File: src/hdl/dppa_pkg.sv
// dppa_pkg: shared codes, masks and structs for the dual parallel port adapter
// used by dppa_port and dual_parallel_port_adapter; no dependencies
`default_nettype none

package dppa_pkg;

  // item modes
  localparam logic [1:0] MODE_READ  = 2'd0;
  localparam logic [1:0] MODE_WRITE = 2'd1;
  localparam logic [1:0] MODE_TICK  = 2'd2;

  // register addresses
  localparam logic [1:0] REG_DATA_A = 2'd0;
  localparam logic [1:0] REG_CTRL_A = 2'd1;
  localparam logic [1:0] REG_DATA_B = 2'd2;
  localparam logic [1:0] REG_CTRL_B = 2'd3;

  // control register fields
  localparam logic [7:0] KEEP_LOW_MASK = 8'h3f;
  localparam logic [7:0] FLAG_MASK     = 8'hc0;
  localparam logic [7:0] IRQ1_BIT      = 8'h80;
  localparam int unsigned CTRL_EN_IDX      = 0;
  localparam int unsigned CTRL_RISE_IDX    = 1;
  localparam int unsigned CTRL_SEL_OUT_IDX = 2;
  localparam int unsigned CTRL_IRQ1_IDX    = 7;

  // operation on one port, decoded from an item
  typedef struct packed {
    logic rd_data;
    logic wr_data;
    logic wr_ctrl;
    logic tick;
  } port_op_t;

  // register view of one port
  typedef struct packed {
    logic [7:0] ctrl;
    logic [7:0] dir;
    logic [7:0] outr;
    logic       flag_next;
  } port_view_t;

endpackage

`default_nettype wire

File: src/hdl/dual_parallel_port_adapter.sv
// dual_parallel_port_adapter: top level with input stage, register decode
// and result register; depends on dppa_pkg and dppa_port
//
// usage:
//   input channel in_valid/in_ready carries one item: a register read, a
//   register write or a tick that samples the CA1/CB1 lines
//   output channel out_valid/out_ready carries one result per item:
//   read_data (zero for writes and ticks) and the two interrupt flags
//   as they stand after the item
// timing:
//   an accepted item lands in the input stage register; once the result
//   slot is free it is decoded, applied to the port registers and its result
//   is loaded into the result register; one item per cycle sustained while
//   out_ready is held high
// stall:
//   while the result waits, one more item is held in the input stage;
//   in_ready drops only when both are full
// reset:
//   rst clears all port registers, the edge history and both valid flags
`default_nettype none

module dual_parallel_port_adapter (
  input  wire logic       clk,
  input  wire logic       rst,
  input  wire logic       in_valid,
  output logic            in_ready,
  input  wire logic [1:0] mode,
  input  wire logic [1:0] reg_sel,
  input  wire logic [7:0] write_data,
  input  wire logic [7:0] pins_a,
  input  wire logic [7:0] pins_b,
  input  wire logic       ca1_level,
  input  wire logic       cb1_level,
  output logic            out_valid,
  input  wire logic       out_ready,
  output logic [7:0]      read_data,
  output logic            flag_a,
  output logic            flag_b
);

  import dppa_pkg::*;

  logic       s_valid;
  logic [1:0] s_mode;
  logic [1:0] s_sel;
  logic [7:0] s_wdata;
  logic [7:0] s_pins_a;
  logic [7:0] s_pins_b;
  logic       s_ca1;
  logic       s_cb1;
  logic       fire;
  port_op_t   op_a;
  port_op_t   op_b;
  port_view_t view_a;
  port_view_t view_b;
  logic [7:0] rd_value;

  // item moves from stage to result register when the result slot is free
  assign fire     = s_valid && (!out_valid || out_ready);
  assign in_ready = !s_valid || fire;

  // input stage register
  always_ff @(posedge clk) begin
    if (rst) begin
      s_valid <= 1'b0;
    end else if (in_ready) begin
      s_valid <= in_valid;
    end
  end

  always_ff @(posedge clk) begin
    if (in_valid && in_ready) begin
      s_mode   <= mode;
      s_sel    <= reg_sel;
      s_wdata  <= write_data;
      s_pins_a <= pins_a;
      s_pins_b <= pins_b;
      s_ca1    <= ca1_level;
      s_cb1    <= cb1_level;
    end
  end

  // decode per port
  always_comb begin
    op_a.rd_data = (s_mode == MODE_READ)  && (s_sel == REG_DATA_A);
    op_a.wr_data = (s_mode == MODE_WRITE) && (s_sel == REG_DATA_A);
    op_a.wr_ctrl = (s_mode == MODE_WRITE) && (s_sel == REG_CTRL_A);
    op_a.tick    = (s_mode == MODE_TICK);
    op_b.rd_data = (s_mode == MODE_READ)  && (s_sel == REG_DATA_B);
    op_b.wr_data = (s_mode == MODE_WRITE) && (s_sel == REG_DATA_B);
    op_b.wr_ctrl = (s_mode == MODE_WRITE) && (s_sel == REG_CTRL_B);
    op_b.tick    = (s_mode == MODE_TICK);
  end

  dppa_port u_port_a (
    .clk        (clk),
    .rst        (rst),
    .en         (fire),
    .op         (op_a),
    .write_data (s_wdata),
    .level      (s_ca1),
    .view       (view_a)
  );

  dppa_port u_port_b (
    .clk        (clk),
    .rst        (rst),
    .en         (fire),
    .op         (op_b),
    .write_data (s_wdata),
    .level      (s_cb1),
    .view       (view_b)
  );

  // read data mux
  always_comb begin
    rd_value = '0;
    if (s_mode == MODE_READ) begin
      case (s_sel)
        REG_DATA_A: begin
          if (view_a.ctrl[CTRL_SEL_OUT_IDX]) begin
            rd_value = (~view_a.dir & s_pins_a) | (view_a.dir & view_a.outr & s_pins_a);
          end else begin
            rd_value = view_a.dir;
          end
        end
        REG_CTRL_A: rd_value = view_a.ctrl;
        REG_DATA_B: begin
          if (view_b.ctrl[CTRL_SEL_OUT_IDX]) begin
            rd_value = (~view_b.dir & s_pins_b) | (view_b.dir & view_b.outr);
          end else begin
            rd_value = view_b.dir;
          end
        end
        REG_CTRL_B: rd_value = view_b.ctrl;
        default:    rd_value = '0;
      endcase
    end
  end

  // result register
  always_ff @(posedge clk) begin
    if (rst) begin
      out_valid <= 1'b0;
    end else if (fire) begin
      out_valid <= 1'b1;
    end else if (out_ready) begin
      out_valid <= 1'b0;
    end
  end

  always_ff @(posedge clk) begin
    if (fire) begin
      read_data <= rd_value;
      flag_a    <= view_a.flag_next;
      flag_b    <= view_b.flag_next;
    end
  end

`ifndef SYNTHESIS
  // input backpressure only when stage and result are both full
  a_ready_only_when_full: assert property (@(posedge clk) disable iff (rst)
    !in_ready |-> (s_valid && out_valid && !out_ready))
    else $error("in_ready low while a slot is free");

  // writes and ticks return zero
  a_zero_on_non_read: assert property (@(posedge clk) disable iff (rst)
    (fire && (s_mode != MODE_READ)) |=> (read_data == 8'd0))
    else $error("non-zero read_data for a write or tick item");

  // reported flag matches the stored control bit
  a_flag_a_tracks_ctrl: assert property (@(posedge clk) disable iff (rst)
    fire |=> (flag_a == view_a.ctrl[CTRL_IRQ1_IDX]))
    else $error("flag_a differs from control A bit 7");

  // output register read of port B clears its flag
  a_flag_b_clear_on_read: assert property (@(posedge clk) disable iff (rst)
    (fire && op_b.rd_data && view_b.ctrl[CTRL_SEL_OUT_IDX]) |=> !flag_b)
    else $error("flag_b not cleared by output register read");
`endif

endmodule

`default_nettype wire

File: src/hdl/dppa_port.sv
// dppa_port: direction, output and control registers of one port plus
// the control line edge detector; depends on dppa_pkg
`default_nettype none

module dppa_port (
  input  wire logic               clk,
  input  wire logic               rst,
  input  wire logic               en,
  input  wire dppa_pkg::port_op_t op,
  input  wire logic [7:0]         write_data,
  input  wire logic               level,
  output dppa_pkg::port_view_t    view
);

  import dppa_pkg::*;

  logic [7:0] ctrl;
  logic [7:0] ctrl_next;
  logic [7:0] dir;
  logic [7:0] outr;
  logic       last_level;
  logic       edge_hit;

  // edge of the selected polarity against the last sampled level
  assign edge_hit = ctrl[CTRL_EN_IDX] &&
                    ((ctrl[CTRL_RISE_IDX] && !last_level && level) ||
                     (!ctrl[CTRL_RISE_IDX] && last_level && !level));

  // control register next value
  always_comb begin
    ctrl_next = ctrl;
    if (en) begin
      if (op.rd_data && ctrl[CTRL_SEL_OUT_IDX]) begin
        ctrl_next = ctrl & KEEP_LOW_MASK;
      end else if (op.wr_ctrl) begin
        ctrl_next = (write_data & KEEP_LOW_MASK) | (ctrl & FLAG_MASK);
      end else if (op.tick && edge_hit) begin
        ctrl_next = ctrl | IRQ1_BIT;
      end
    end
  end

  // state registers
  always_ff @(posedge clk) begin
    if (rst) begin
      ctrl       <= '0;
      dir        <= '0;
      outr       <= '0;
      last_level <= 1'b0;
    end else begin
      ctrl <= ctrl_next;
      if (en && op.wr_data) begin
        if (ctrl[CTRL_SEL_OUT_IDX]) begin
          outr <= write_data;
        end else begin
          dir <= write_data;
        end
      end
      if (en && op.tick) begin
        last_level <= level;
      end
    end
  end

  assign view.ctrl      = ctrl;
  assign view.dir       = dir;
  assign view.outr      = outr;
  assign view.flag_next = ctrl_next[CTRL_IRQ1_IDX];

endmodule

`default_nettype wire
File: config.mk
export PLATFORM = sky130hd
export DESIGN_NAME = dual_parallel_port_adapter
export DESIGN_NICKNAME = d
export VERILOG_FILES = /design/src/hdl/dppa_pkg.sv /design/src/hdl/dual_parallel_port_adapter.sv /design/src/hdl/dppa_port.sv
export SDC_FILE = /design/constraint.sdc
export NUM_CORES = 1
export LEC_CHECK = 0
export ABC_AREA = 1
export BUFFER_PORTS_ARGS = -buffer_cell sky130_fd_sc_hd__buf_2
export CORE_MARGIN = 2
export CORE_UTILIZATION = 45
export CTS_CLUSTER_DIAMETER = 40
export DETAILED_ROUTE_END_ITERATION = 16
export GPL_TIMING_DRIVEN = 1
export PLACE_DENSITY = 0.7
export SLEW_MARGIN = 20
export SYNTH_ARGS = -nofsm -noshare
export SYNTH_HDL_FRONTEND = slang
export SYNTH_HIERARCHICAL = 1
export SYNTH_SLANG_ARGS = --single-unit
File: constraint.sdc
create_clock -name clk -period 3.19 [get_ports clk]
set_clock_uncertainty 0.2 [all_clocks]
set_input_delay 0.1595 -clock clk [delete_from_list [all_inputs] [get_ports clk]]
set_output_delay 0.1595 -clock clk [all_outputs]
set_load 0.02 [all_outputs]
==> impl_metrics.json <==
{
  "number_of_antenna_violations_at_the_first_check_in_global_routing": 0,
  "track_usage": 0.195,
  "cts_num_sinks": 92,
  "replace_congestion": 0.826,
  "design_power_total_mw": 2.20,
  "cts_tree": "built",
  "max_cap_violations": 0,
  "final.min_clock_period_ps": 2280,
  "routed_wl_mm": 8.91,
  "power.static_leakage_nw": 1.97,
  "num_rows": 34,
  "grt_pass1_vias": 3140,
  "timing_worst_setup_path_type": "in -> reg",
  "route.antenna.remaining_nets": 0,
  "grt_max_degree": 31,
  "detailedPlacementHpwl_mm": 5.84,
  "syn_nets": 516,
  "overall_overflow_remaining_after_global_route": 0,
  "grt_setup_unrepaired": "false",
  "drtPass1Iterations": 4,
  "critPathLaunchType": "input pin",
  "critical_path.top_delay_family": "compound AO/OA/AOI/OAI gates",
  "peakVddDrop_mv": 0.300,
  "arrival_ps": 2340,
  "route.detailed.vias_per_inst": 4.84,
  "clk_transition_reported_paths_ps": 100,
  "clock-root-buffer": "sky130_fd_sc_hd__clkbuf_8",
  "io_pins": 46,
  "count_of_buffers_inserted_at_the_top_level_ports": 45,
  "ys_async_sr_fraction": 0,
  "tightest_slew_ps": 845,
  "worst_skew_pair.late_latency_ps": 360,
  "critical_path_required_ps": 3240,
  "die_h_um": 98.0,
  "final_layout_size_suffix_gt1_frac": 0.139,
  "finalSetupTns_ps": 0,
  "final_min_period_over_clock_period": 0.716,
  "most_area_consuming_cells_after_synthesis": "sky130_fd_sc_hd__edfxtp_1, sky130_fd_sc_hd__dfxtp_1, sky130_fd_sc_hd__nor2_1, sky130_fd_sc_hd__nand2_1, sky130_fd_sc_hd__inv_1",
  "drv_slew": 0,
  "synth_top_cell_by_area": "sky130_fd_sc_hd__edfxtp_1",
  "top_usage_layer": "met2",
  "achievable-frequency_mhz": 438,
  "clockBufferDepth": 2,
  "synth-warning-count": 6,
  "timing.critical_path.depth": 7,
  "detailedRoute.firstIterationViolations": 153,
  "wire_per_inst_um": 13.2,
  "gr_util_met1": 0.245,
  "ys.flop_type": "sky130_fd_sc_hd__dfxtp_1",
  "timing.hold.worst.class": "reg -> reg",
  "htree_levels": 3,
  "cp_cell_sequence": "dlygate4sd3_1 > buf_2 > inv_1 > a21oi_2 > nand3_2 > o21ai_0 > a21oi_1",
  "hold-path-cell-count": 2,
  "powerDensity_nw_per_um2": 462,
  "nets_final": 596,
  "ys_seq_elements": 92,
  "floorplan.initialDensity": 0.461,
  "die_width_um": 98.0,
  "worstPathBufferInverterCount": 3,
  "fp.dieArea_um2": 9610,
  "cp-end-kind": "register",
  "synthDistinctLibCells": 20,
  "count_of_flip_flops_with_a_built_in_enable_after_synthesis": 40,
  "n_antenna_cell": 0,
  "hold_viol": 0,
  "drc": 0,
  "timing.critical_path.slowest_cell_delay_ps": 680,
  "min_hold_slack_ps": 249,
  "syn-instance-count": 482,
  "synth.yosys.seq_area_share": 0.564,
  "synth.cell_area_um2": 3980,
  "global_routing_met2_resource_utilization": 0.328,
  "avgSynthCellArea_um2": 8.25,
  "syn_to_final_growth_pct": 19.9,
  "worst-r2r-cell-count": 5,
  "timing.max_slew.rel_slack": 0.436,
  "grt_use_met3": 0.0508,
  "cts_buffers": 9,
  "run_status": "finished, final reports clean",
  "synth_largest_type_area_fraction": 0.302,
  "top_cells_by_count_synth": "sky130_fd_sc_hd__nor2_1, sky130_fd_sc_hd__nand2_1, sky130_fd_sc_hd__inv_1, sky130_fd_sc_hd__dfxtp_1, sky130_fd_sc_hd__o21ai_0",
  "core_region_area_um2": 8640,
  "setup_violations": 0,
  "critPathSlowestCell": "sky130_fd_sc_hd__a21oi_2",
  "detailroute.via_count": 3265,
  "crit_fanout": 16,
  "post-synth-top-count-cell": "sky130_fd_sc_hd__nor2_1",
  "grt_first_pass_wirelength_mm": 14.8
}
## stage by stage
step | utilization | std cells | setup slack (ps) | area [µm²]
after global routing | 0.552 | 675 | 667 | 4770
after floorplan | - | 482 | 787 | 3980
after CTS | 0.552 | 675 | 882 | 4770
final | 0.552 | 675 | 907 | 4770
after detailed placement | 0.493 | 626 | 1030 | 4260
after global placement | 0.493 | 626 | 1090 | 4260
## area by class of cell
cell class	instances	area (µm²)
multi-input cells	295	1310
repair buffers	81	578
flip-flops and latches	92	2240
clock buffers	10	128
inverters	83	322
clock inverters	6	53.8
well taps	108	135
fillers	796	3860
## layer usage
metal | wire length [µm] | vias up
met5 | 0 | -
met4 | 106 | 0
met2 | 4410 | 101
li1 | - | 1674
met3 | 498 | 12
met1 | 3890 | 1478
## registers in the layout, summed over array words and instances (netlist names)
name / cells
s_cb1: 1
u_port_b/last_level: 1
u_port_b/ctrl: 8
flag_a: 1
s_pins_a: 8
read_data: 8
out_valid: 1
u_port_a/ctrl: 8
s_ca1: 1
u_port_a/last_level: 1
s_valid: 1
u_port_a/dir: 8
s_pins_b: 8
flag_b: 1
u_port_b/dir: 8
s_mode: 2
u_port_a/outr: 8
u_port_b/outr: 8
s_wdata: 8
s_sel: 2
## layout by cell type (no fill, tap or decap)
cell type / synthesis / routed
sky130_fd_sc_hd__a21oi_1: 24 / 23
sky130_fd_sc_hd__a21oi_2: 0 / 1
sky130_fd_sc_hd__buf_2: 0 / 45
sky130_fd_sc_hd__buf_4: 0 / 3
sky130_fd_sc_hd__clkbuf_1: 4 / 1
sky130_fd_sc_hd__clkbuf_8: 0 / 9
sky130_fd_sc_hd__clkinvlp_4: 0 / 1
sky130_fd_sc_hd__dfxtp_1: 52 / 52
sky130_fd_sc_hd__dlygate4sd3_1: 0 / 33
sky130_fd_sc_hd__edfxtp_1: 40 / 40
sky130_fd_sc_hd__inv_1: 79 / 79
sky130_fd_sc_hd__inv_2: 2 / 2
sky130_fd_sc_hd__inv_4: 1 / 1
sky130_fd_sc_hd__inv_6: 0 / 4
sky130_fd_sc_hd__inv_8: 1 / 2
sky130_fd_sc_hd__nand2_1: 88 / 88
sky130_fd_sc_hd__nand2_2: 2 / 2
sky130_fd_sc_hd__nand2_4: 1 / 1
sky130_fd_sc_hd__nand3_1: 26 / 26
sky130_fd_sc_hd__nand3_2: 4 / 4
sky130_fd_sc_hd__nor2_1: 92 / 92
sky130_fd_sc_hd__nor2_2: 1 / 1
sky130_fd_sc_hd__nor2_4: 2 / 2
sky130_fd_sc_hd__nor2_8: 1 / 1
sky130_fd_sc_hd__o21ai_0: 49 / 49
sky130_fd_sc_hd__o21ai_1: 5 / 5
## cell families after synthesis
kind of cell	share of synthesized area
AND/OR/NAND/NOR	0.231
buffers and inverters	0.107
flip-flops	0.564
AO/OA/AOI/OAI	0.0981
## worst min-delay path: stages, from the launching register on
cell	delay, ps
sky130_fd_sc_hd__dfxtp_1	320
sky130_fd_sc_hd__inv_1	40
sky130_fd_sc_hd__a21oi_1	50
## report_power, final
group	leakage (nW)	total, mW	switching (mW)	internal, mW
registers	0.812	1.30	0.0320	1.27
logic	1.07	0.164	0.0906	0.0731
clock network	0.0902	0.743	0.442	0.300
## what timing repair did
| item | in CTS | in global routing |
|---|---|---|
| hold endpoints to repair | 34 | 0 |
| resized for setup | 0 | 0 |
| setup endpoints to repair | 0 | 0 |
| buffers inserted | 0 | 0 |
| hold buffers | 33 | 0 |
## path summary, 6_finish.rpt
| path | startpoint | to | slack [ps] |
|---|---|---|---|
| worst max-delay path | out_ready | u_port_a/outr[2] | 910 |
| worst min-delay path | u_port_a/outr[3] | u_port_a/outr[3] | 250 |
| worst max register to register | s_valid | u_port_a/outr[2] | 1020 |
| worst min register to register | u_port_a/outr[3] | u_port_a/outr[3] | 250 |
(Power assumes the default switching activity.)
